File: src/rtl/bvavg_pkg.sv
// bvavg_pkg: shared types and constants of the battery voltage averager
// no dependencies; used by battery_voltage_averager
package bvavg_pkg;

	localparam int HISTORY_DEPTH_DEF = 8;

	localparam int SAMPLE_W    = 12;
	localparam int MV_W        = 16;
	localparam int GAIN_W      = 16;
	localparam int GAIN_FRAC_W = 12;
	localparam int BURST_W     = 8;
	localparam int BURST_SUM_W = 20;
	localparam int PROD_W      = SAMPLE_W + GAIN_W;
	localparam int CFG_IDX_W   = 2;
	localparam int CFG_DATA_W  = 16;
	localparam int IN_TDATA_W  = 16;
	localparam int OUT_TDATA_W = 40;

	localparam logic [BURST_W-1:0] BURST_SAMPLES_RST = 8'd16;
	localparam logic [GAIN_W-1:0]  GAIN_RST          = 16'd8192;
	localparam logic [MV_W-1:0]    LOW_THR_RST       = 16'd3500;
	localparam logic [MV_W-1:0]    CRIT_THR_RST      = 16'd3300;

	typedef enum logic [CFG_IDX_W-1:0] {
		REG_BURST_SAMPLES,
		REG_GAIN,
		REG_LOW_THR,
		REG_CRIT_THR
	} cfg_reg_t;

	typedef enum logic [2:0] {
		ST_IDLE,
		ST_DIV_MEAN,
		ST_MUL,
		ST_WRITE,
		ST_DIV_AVG,
		ST_EMIT
	} state_t;

endpackage

File: src/rtl/battery_voltage_averager.sv
// battery_voltage_averager: burst mean, q4.12 scaling, history ring average, threshold flags
// depends on bvavg_pkg and bvavg_ram
// a sample that does not close a burst is only added to the burst sum and count; a closing
// sample starts the mean division, then scaling, the ring write and the average division follow;
// both divisions run on the shared restoring divider that makes one quotient bit per cycle
// the input stays closed until the result word is loaded and while the previous one is held
// arst_n clears config to defaults, burst and ring counters and sums; the ring ram is not cleared
module battery_voltage_averager #(
	parameter int HISTORY_DEPTH = bvavg_pkg::HISTORY_DEPTH_DEF
) (
	input  logic                                 clk,
	input  logic                                 arst_n,
	input  logic                                 s_axis_tvalid,
	output logic                                 s_axis_tready,
	input  logic [bvavg_pkg::IN_TDATA_W-1:0]     s_axis_tdata,  // sample_mv[11:0], zero pad
	output logic                                 m_axis_tvalid,
	input  logic                                 m_axis_tready,
	output logic [bvavg_pkg::OUT_TDATA_W-1:0]    m_axis_tdata,  // reading_mv[15:0],
	                                                            // average_mv[31:16],
	                                                            // is_low[32], is_critical[33]
	input  logic                                 cfg_valid,
	output logic                                 cfg_ready,
	input  logic [bvavg_pkg::CFG_IDX_W-1:0]      cfg_index,
	input  logic [bvavg_pkg::CFG_DATA_W-1:0]     cfg_data
);
	import bvavg_pkg::*;

	localparam int PTR_W = (HISTORY_DEPTH > 1) ? $clog2(HISTORY_DEPTH) : 1;
	localparam int CNT_W = $clog2(HISTORY_DEPTH + 1);
	localparam int SUM_W = MV_W + ((HISTORY_DEPTH > 1) ? $clog2(HISTORY_DEPTH) : 0);
	localparam int DIV_W = (SUM_W > BURST_SUM_W) ? SUM_W : BURST_SUM_W;
	localparam int DCNT_W = $clog2(DIV_W + 1);

	// config
	logic [BURST_W-1:0] burst_samples_q;
	logic [GAIN_W-1:0]  gain_q;
	logic [MV_W-1:0]    low_thr_q;
	logic [MV_W-1:0]    crit_thr_q;

	state_t state_q, state_d;

	logic [BURST_SUM_W-1:0] burst_sum_q;
	logic [BURST_W-1:0]     burst_count_q;
	logic [PTR_W-1:0]       wr_ptr_q;
	logic [CNT_W-1:0]       fill_q;
	logic [SUM_W-1:0]       hist_sum_q;

	// divider
	logic [DIV_W-1:0]   div_quo_q;
	logic [BURST_W-1:0] div_rem_q;
	logic [BURST_W-1:0] div_den_q;
	logic [DCNT_W-1:0]  div_cnt_q;
	logic [BURST_W:0]   div_trial;
	logic               div_ge;
	logic [BURST_W-1:0] div_rem_nxt;

	logic [PROD_W-1:0] product_q;
	logic [MV_W-1:0]   reading_q;

	logic              out_valid_q;
	logic [MV_W-1:0]   out_reading_q;
	logic [MV_W-1:0]   out_avg_q;
	logic              out_low_q;
	logic              out_crit_q;

	logic                   in_fire;
	logic [SAMPLE_W-1:0]    sample;
	logic [BURST_SUM_W-1:0] sum_new;
	logic [BURST_W-1:0]     count_new;
	logic [BURST_W-1:0]     target;
	logic                   burst_done;
	logic                   full;
	logic [CNT_W-1:0]       fill_new;
	logic [SUM_W-1:0]       hist_sum_new;
	logic [MV_W-1:0]        reading;
	logic [MV_W-1:0]        old_entry;
	logic [MV_W-1:0]        average;
	logic                   out_free;
	logic                   ram_we;

	assign sample     = s_axis_tdata[SAMPLE_W-1:0];
	assign in_fire    = s_axis_tvalid && s_axis_tready;
	assign sum_new    = burst_sum_q + BURST_SUM_W'(sample);
	assign count_new  = burst_count_q + BURST_W'(1);
	assign target     = (burst_samples_q == '0) ? BURST_W'(1) : burst_samples_q;
	assign burst_done = count_new >= target;

	assign full         = fill_q == CNT_W'(HISTORY_DEPTH);
	assign fill_new     = full ? fill_q : fill_q + CNT_W'(1);
	assign reading      = product_q[PROD_W-1:GAIN_FRAC_W];
	assign hist_sum_new = hist_sum_q - (full ? SUM_W'(old_entry) : '0) + SUM_W'(reading);
	assign average      = div_quo_q[MV_W-1:0];
	assign out_free     = !out_valid_q || m_axis_tready;
	assign ram_we       = state_q == ST_WRITE;

	assign div_trial   = {div_rem_q, div_quo_q[DIV_W-1]};
	assign div_ge      = div_trial >= {1'b0, div_den_q};
	assign div_rem_nxt = div_ge ? BURST_W'(div_trial - {1'b0, div_den_q})
	                            : div_trial[BURST_W-1:0];

	assign s_axis_tready = state_q == ST_IDLE;
	assign cfg_ready     = 1'b1;
	assign m_axis_tvalid = out_valid_q;
	assign m_axis_tdata  = {6'b0, out_crit_q, out_low_q, out_avg_q, out_reading_q};

	bvavg_ram #(
		.WIDTH (MV_W),
		.DEPTH (HISTORY_DEPTH)
	) u_history (
		.clk   (clk),
		.we    (ram_we),
		.waddr (wr_ptr_q),
		.wdata (reading),
		.raddr (wr_ptr_q),
		.rdata (old_entry)
	);

	always_comb begin
		state_d = state_q;
		case (state_q)
			ST_IDLE: begin
				if (in_fire && burst_done) state_d = ST_DIV_MEAN;
			end
			ST_DIV_MEAN: begin
				if (div_cnt_q == DCNT_W'(1)) state_d = ST_MUL;
			end
			ST_MUL: begin
				state_d = ST_WRITE;
			end
			ST_WRITE: begin
				state_d = ST_DIV_AVG;
			end
			ST_DIV_AVG: begin
				if (div_cnt_q == DCNT_W'(1)) state_d = ST_EMIT;
			end
			ST_EMIT: begin
				if (out_free) state_d = ST_IDLE;
			end
			default: begin
				state_d = ST_IDLE;
			end
		endcase
	end

	always_ff @(posedge clk or negedge arst_n) begin
		if (!arst_n) begin
			state_q <= ST_IDLE;
		end else begin
			state_q <= state_d;
		end
	end

	always_ff @(posedge clk or negedge arst_n) begin
		if (!arst_n) begin
			burst_samples_q <= BURST_SAMPLES_RST;
			gain_q          <= GAIN_RST;
			low_thr_q       <= LOW_THR_RST;
			crit_thr_q      <= CRIT_THR_RST;
		end else if (cfg_valid && cfg_ready) begin
			case (cfg_reg_t'(cfg_index))
				REG_BURST_SAMPLES: burst_samples_q <= cfg_data[BURST_W-1:0];
				REG_GAIN:          gain_q          <= cfg_data[GAIN_W-1:0];
				REG_LOW_THR:       low_thr_q       <= cfg_data[MV_W-1:0];
				REG_CRIT_THR:      crit_thr_q      <= cfg_data[MV_W-1:0];
				default: begin
				end
			endcase
		end
	end

	always_ff @(posedge clk or negedge arst_n) begin
		if (!arst_n) begin
			burst_sum_q   <= '0;
			burst_count_q <= '0;
			wr_ptr_q      <= '0;
			fill_q        <= '0;
			hist_sum_q    <= '0;
			out_valid_q   <= 1'b0;
		end else begin
			if (in_fire) begin
				burst_sum_q   <= burst_done ? '0 : sum_new;
				burst_count_q <= burst_done ? '0 : count_new;
			end
			if (state_q == ST_WRITE) begin
				hist_sum_q <= hist_sum_new;
				fill_q     <= fill_new;
				wr_ptr_q   <= (wr_ptr_q == PTR_W'(HISTORY_DEPTH - 1)) ? '0
				                                                  : wr_ptr_q + PTR_W'(1);
			end
			if (state_q == ST_EMIT && out_free) begin
				out_valid_q <= 1'b1;
			end else if (m_axis_tready) begin
				out_valid_q <= 1'b0;
			end
		end
	end

	// payload, no reset
	always_ff @(posedge clk) begin
		case (state_q)
			ST_IDLE: begin
				div_quo_q <= DIV_W'(sum_new);
				div_rem_q <= '0;
				div_den_q <= count_new;
				div_cnt_q <= DCNT_W'(DIV_W);
			end
			ST_DIV_MEAN, ST_DIV_AVG: begin
				div_quo_q <= {div_quo_q[DIV_W-2:0], div_ge};
				div_rem_q <= div_rem_nxt;
				div_cnt_q <= div_cnt_q - DCNT_W'(1);
			end
			ST_MUL: begin
				product_q <= PROD_W'(div_quo_q[SAMPLE_W-1:0]) * PROD_W'(gain_q);
			end
			ST_WRITE: begin
				reading_q <= reading;
				div_quo_q <= DIV_W'(hist_sum_new);
				div_rem_q <= '0;
				div_den_q <= BURST_W'(fill_new);
				div_cnt_q <= DCNT_W'(DIV_W);
			end
			ST_EMIT: begin
				if (out_free) begin
					out_reading_q <= reading_q;
					out_avg_q     <= average;
					out_low_q     <= average <= low_thr_q;
					out_crit_q    <= average <= crit_thr_q;
				end
			end
			default: begin
			end
		endcase
	end

	a_fill_bound: assert property (@(posedge clk) disable iff (!arst_n)
		fill_q <= CNT_W'(HISTORY_DEPTH))
		else $error("history fill count beyond ring depth");

	a_ptr_tracks_fill: assert property (@(posedge clk) disable iff (!arst_n)
		!full |-> wr_ptr_q == PTR_W'(fill_q))
		else $error("write pointer out of step with fill count before wrap");

	a_burst_count_bound: assert property (@(posedge clk) disable iff (!arst_n)
		burst_count_q != '1)
		else $error("burst count reached its limit without closing a burst");

	a_div_rem: assert property (@(posedge clk) disable iff (!arst_n)
		(state_q == ST_DIV_MEAN || state_q == ST_DIV_AVG) |->
			(div_den_q != '0 && div_rem_q < div_den_q))
		else $error("divider remainder not below divisor");

	a_result_after_write: assert property (@(posedge clk) disable iff (!arst_n)
		$rose(out_valid_q) |-> $past(state_q) == ST_EMIT)
		else $error("result word raised outside the emit step");

endmodule

File: src/rtl/bvavg_ram.sv
// bvavg_ram: generic single-clock ram, one write and one registered read port
// no dependencies
module bvavg_ram #(
	parameter int WIDTH = 16,
	parameter int DEPTH = 8
) (
	input  logic                                 clk,
	input  logic                                 we,
	input  logic [(DEPTH > 1 ? $clog2(DEPTH) : 1)-1:0] waddr,
	input  logic [WIDTH-1:0]                     wdata,
	input  logic [(DEPTH > 1 ? $clog2(DEPTH) : 1)-1:0] raddr,
	output logic [WIDTH-1:0]                     rdata
);
	logic [WIDTH-1:0] mem [DEPTH];

	always_ff @(posedge clk) begin
		if (we) begin
			mem[waddr] <= wdata;
		end
		rdata <= mem[raddr];
	end

endmodule
File: config.mk
export PLATFORM = sky130hd
export DESIGN_NAME = battery_voltage_averager
export DESIGN_NICKNAME = d
export VERILOG_FILES = /design/src/rtl/bvavg_pkg.sv /design/src/rtl/battery_voltage_averager.sv /design/src/rtl/bvavg_ram.sv
export SDC_FILE = /design/constraint.sdc
export NUM_CORES = 1
export LEC_CHECK = 0
export ABC_AREA = 1
export BUFFER_PORTS_ARGS = -buffer_cell sky130_fd_sc_hd__buf_2
export CORE_AREA = 2 2 232 234
export DETAILED_ROUTE_END_ITERATION = 12
export DIE_AREA = 0 0 234 236
export PLACE_DENSITY = 0.61
export SETUP_SLACK_MARGIN = 0.05
export SYNTH_ARGS = -nofsm -noshare
export SYNTH_HDL_FRONTEND = slang
export SYNTH_SLANG_ARGS = --single-unit
File: constraint.sdc
create_clock -name clk -period 5.8 [get_ports clk]
set_clock_uncertainty 0.1 [all_clocks]
set_input_delay 0 -clock clk [delete_from_list [all_inputs] [get_ports clk]]
set_output_delay 0 -clock clk [all_outputs]
set_load 0.1 [all_outputs]
Yosys cells after proc, flatten, opt, wreduce, memory -nomap -nowiden
Memory sizes are Yosys's and may differ from the RTL's. A register that Yosys moved wholly into a read port is not among the register bits.
Index checks and enable logic that the tools add are counted.
W data, S select, Z words.
- memories kept: 1
- bits in writable memories: 128
- output and inout bits: 43
- bits of input ports: 39
- register bits after elaboration: 233
- logic and storage cells: 90
- multiplexer cells: 20
- order comparisons: 4
- $mul: 1
- equality and inequality tests: 15
- add/sub/neg operators: 8
- reduce and logical (&&, ||, !) cells: 20
- memory list (memory ; words ; width ; read ports ; clocked after Yosys merged registers in ; wr ports ; line ; RTL):
    u_history.mem ; 8 ; 16 ; 1 ; 1 ; 1 ; bvavg_ram.sv:14 ; logic [WIDTH-1:0] mem [DEPTH];
- operators by type and width (operator ; number):
    $pmux W20 S3 ; 1
    $le A16 B16 Y1 ; 2
    $pmux W8 S2 ; 2
    $mul A12 B16 Y28 ; 1
    $mux W8 ; 3
    $add A20 B12 Y20 ; 1
    $mux W20 ; 1
    $add A19 B16 Y19 ; 1
    $sub A19 B16 Y19 ; 1
    $pmux W3 S6 ; 1
    $mux W16 ; 1
    $mux W3 ; 5
    $pmux W5 S2 ; 1
    $reduce_and A2 Y1 ; 5
    $eq A3 B3 Y1 const B ; 3
    $ge A9 B8 Y1 ; 1
    $add A8 B1 Y8 const B ; 1
    $ge A8 B8 Y1 ; 1
    $logic_not A8 Y1 ; 1
    $sub A8 B8 Y8 ; 1
    $eq A3 B2 Y1 const B ; 2
    $ne A2 B2 Y1 const B ; 3
    $reduce_bool A2 Y1 ; 3
    $eq A5 B1 Y1 const B ; 1
    18 further kinds ; 25

Logic depth before layout (Yosys ltp)
- depth after elaboration: 6
- mapped depth: 24
- mapped depth without buffers: 22

Modules after synthesis
A second synthesis with hierarchy kept.
- cell total of the unflattened synthesis: 2844
- area, all modules: 24594.8 um^2
- modules (own cells, without submodules) (module ; cells an instance ; times used ; seq. area each (um^2) ; area an instance (um^2)):
    battery_voltage_averager ; 2257 ; 1 ; 6084.6 ; 18605.3
    bvavg_ram ; 587 ; 1 ; 4164.0 ; 5989.5

Worst setup path after synthesis
Ideal clock, no wire load.
- kind: register to register
- start point: reg div_quo_q[8]
- end point: reg product_q[24], data pin
- path slack: 0.669 ns
- buffers on the path: 2
- arrival time: 4.779 ns
- stages on the path, launching flop included: 21
- period minus slack after synthesis: 5.131 ns
- data required time: 5.448 ns
- setup time: 0.252 ns
- path through: edfxtp_1 -> clkbuf_1 -> clkbuf_1 -> nand2_1 -> fa_1 -> inv_1 -> fa_1 -> fa_1 -> fa_1 -> inv_1 -> fa_1 -> inv_1 -> ha_1 -> a21o_1 -> o21bai_1 -> a21oi_1 -> nor2_1 -> nor2_1 -> nand2_1 -> nand2_1 -> nand2_1
- longest elaborated chain between the ends: 1
- RTL lines (what ; line ; RTL):
    start, declared ; battery_voltage_averager.sv:49 ; logic [DIV_W-1:0] div_quo_q;
    start signal, assigned ; battery_voltage_averager.sv:202 ; div_quo_q <= DIV_W'(sum_new);
    start signal, assigned ; battery_voltage_averager.sv:208 ; div_quo_q <= {div_quo_q[DIV_W-2:0], div_ge};
    start signal, assigned ; battery_voltage_averager.sv:217 ; div_quo_q <= DIV_W'(hist_sum_new);
    $mul A12 B16 Y28 ; battery_voltage_averager.sv:213 ; product_q <= PROD_W'(div_quo_q[SAMPLE_W-1:0]) * PROD_W'(gain_q);
    end signal, assigned ; battery_voltage_averager.sv:213 ;
    end, declared ; battery_voltage_averager.sv:57 ; logic [PROD_W-1:0] product_q;
No other way between the ends.
A chain may end at the register's enable or synchronous reset.

Worst setup path in the final report
- start point: reg div_quo_q[3]
- end point: reg product_q[20], data pin
Same word-level chain as after synthesis.

==> reports/qor.txt <==
Clk_lat worst skew = 590 ps
Worst Max-Slew Pin Slew = 1036 ps
Post-synthesis adder-cell area fraction = 21.18%
Hold slack = 18.66 ps
Starting DRT DRC Count = 1137
Startpoint types = flop
CP cell instances = buf_4 -> nand2_1 -> fa_1 -> fa_1 -> inv_1 -> fa_1 -> fa_1 -> inv_1 -> fa_1 -> inv_1 -> ha_1 -> nand2_1 -> nor4_1 -> nand2_1 -> nand2_1 -> nand2_1 -> nand3_1 -> nand2_1
WS Path Type = flop to flop
CP Capture Type = flop
Clock Tree Root = clkbuf_16
Count of antenna-violating nets left after detailed routing = 0
Largest delay contributor family on the critical path = adder cells
CP most frequent cell = nand2_1
CP startpoint = div_quo_q[3]
Sum Neg Setup Slack = 0 ps
R2R Path Start = div_quo_q[3]
Primary FF master, synth = edfxtp_1
Crit share post-route = 92.92%
Nets@finish = 3000
TritonCTS clock tree = done
GRT Total Usage = 21.67%
Crit Path Max Fanout = 13
Max-slew violation count = 0
Area share of the leading cell type in the synthesized netlist = 29.92%
Chip width = 234 um
WP buf/inv = 4
Max-cap viol count = 0
Main combinational cell family by area after synthesis = adder cells
Post-Synthesis Cells = 2547
Worst-path clk slew = 60 ps
Wire per inst = 17.06 um
Post-synth EDFFs = 235
Site row count = 85
Slew headroom = 30.74%
Chip Height = 236 um
Post-synthesis compound-gate area fraction = 7.989%
Final setup fails = 0
Vias = 17320
Die area = 0.05522 sq mm
Initial antenna violation count = 0
I/O Pins = 82
Number of diodes = 0
First-pass GRT wire length = 93410 um
Post-DP HPWL = 42960 um
Run status = finished, final reports clean
Largest net degree at the start of global routing = 77
Syn Std Cell Area = 0.02359 sq mm
Routability cong. = 0.8898
Top cells by area, synth = edfxtp_1 30%, fa_1 13%, dfrtp_1 11%
Layout cell share with drive strength beyond 1 = 7.996%
Area leader, netlist = edfxtp_1
Crit path arrival time = 5620 ps
Initial Utilization = 44.44%
Overflow after GRT = 0
CTS Sinks = 365
Fraction of registers with async set/reset = 31.23%
HP Class = input pin to flop
Worst endpoint required time = 6030 ps
Slowest CP cell = edfxtp_1
Post-layout min period = 5389 ps
XOR/XNOR share of the synthesized area = 1.225%
Area growth from synthesis to layout = 11.83%
H-tree levels = 2
# fillers = 4890
Sequential area share after synthesis = 43.45%
Fmax = 0.1856 GHz
Unrepaired setup endpoints after global routing = no
Final hold violations = 0
Critical Path Max Stage Delay = 760 ps
Hold path startpoint = cfg_index[0]
Avg Vias per Cell = 5.116
Multiplexer area fraction after synthesis = 0%
Port Buffer Count = 70
Drt pass-1 iters = 5
Simple-gate share of the synthesized area = 16.14%
Core area = 0.05307 sq mm
DRC Markers = 0
WL final = 57740 um
#FFs+latches synth = 365
TritonCTS buffer count = 41
Syn avg cell area = 9.260 sq um
Distinct cell type count after synthesis = 50
Clock Path Buffers = 3
Ys Warns = 0
Vias in the first global route = 17730
-- cell usage in the layout, fill, tap and decap left out, types with 7 or more instances in the layout --
master and count:
a21oi_1 91, a221oi_1 18, a22oi_1 19, buf_2 69, buf_4 38, clkbuf_1 15, clkbuf_16 41, clkbuf_8 7
clkinv_2 7, conb_1 7, dfrtp_1 99, dfstp_2 15, dfxtp_1 16, dlygate4sd3_1 36, edfxtp_1 235, fa_1 157
ha_1 148, inv_1 512, nand2_1 623, nand3_1 112, nand3b_1 9, nand4_1 17, nor2_1 126, nor3_1 15
o211ai_1 8, o21ai_0 134, o21bai_1 8, o2bb2ai_1 7, xnor2_1 16, xor2_1 17
-- sequential cells by signal, summed over array words and instances (netlist names), 3 cells and up --
signal and count:
hist_sum_q 19, div_den_q 8, out_reading_q 16, u_history.rdata 16
div_cnt_q 5, crit_thr_q 16, div_quo_q 20, product_q 16
reading_q 16, low_thr_q 16, burst_count_q 8, burst_samples_q 8
gain_q 16, div_rem_q 8, wr_ptr_q 3, u_history.mem 128
state_q 3, burst_sum_q 20, fill_q 4, out_avg_q 16
-- cell type report --
class | instances | area, sq um | share of cell area [%]
flip-flops and latches | 365 | 10250 | 38.85
repair buffers | 143 | 991.0 | 3.757
well taps | 696 | 870.8 | 3.301
clock buffers | 63 | 1179 | 4.468
clock inverters | 13 | 135.1 | 0.5123
inverters | 518 | 1944 | 7.371
multi-input cells | 1587 | 11010 | 41.74
-- through the flow --
| stage | std cells | setup WS, ps | util (%) | instance area [sq um] |
|---|---|---|---|---|
| floorplan | 2552 | 668.5 | - | 23610 |
| detailed placement | 3266 | 443.1 | 46.45 | 24650 |
| finish | 3385 | 410.7 | 49.70 | 26380 |
| global placement | 3266 | 425.0 | 46.45 | 24650 |
| global route | 3385 | 65.85 | 49.70 | 26380 |
| CTS | 3378 | 425.7 | 49.61 | 26330 |
-- cells in the mapped netlist (17+ instances only) --
cell / count
nand2_1: 623
inv_1: 512
edfxtp_1: 235
fa_1: 157
ha_1: 148
o21ai_0: 134
nor2_1: 127
nand3_1: 112
dfrtp_1: 99
a21oi_1: 91
clkbuf_1: 52
a22oi_1: 19
a221oi_1: 18
nand4_1: 17
xor2_1: 17
-- path summary, 6_finish.rpt --
path / cells past startpoint / endpoint / slack (ps)
worst max-delay path: 18 / product_q[20] / 410
worst min-delay path: 4 / burst_samples_q[4] / 20
worst max register to register: 18 / product_q[20] / 410
worst min register to register: 0 / out_reading_q[11] / 320
max in group asynchronous: 3 / hist_sum_q[5] / 4450
min in group asynchronous: 2 / burst_sum_q[0] / 40
-- routing by layer --
metal	wire, um	vias to the layer above	global-route usage [%]
li1	-	8318	-
met1	25840	8510	29.32
met2	27910	401	36.44
met3	2991	89	3.506
met4	1009	0	5.063
met5	0	-	0
-- worst register-to-register path, delay by kind of cell (launching register included) --
| family | cells | cell delay, ps |
|---|---|---|
| DFF | 1 | 760 |
| buffers and inverters | 4 | 490 |
| and+or+nand+nor | 8 | 1050 |
| adders and majority gates | 6 | 2750 |
-- logic make-up (layout without fill, tap and decap cells) --
group	Yosys count	in the layout
other	2	7
DFF	365	365
and+or+nand+nor	925	925
buffers and inverters	600	737
AOI/OAI and AO/OA	317	317
adders and majority gates	305	305
xor gates and xnor gates	33	33
-- what timing repair did --
action | CTS | global route
buffers inserted | 0 | 7
resized for setup | 0 | 0
endpoints found under the hold margin | 144 | 0
endpoints found under the setup margin | 0 | 1
hold buffers | 36 | 0
Power is left out: the tool's default activity adds up to more than one toggle a clock period on the data nets, which glitch-free logic cannot reach.
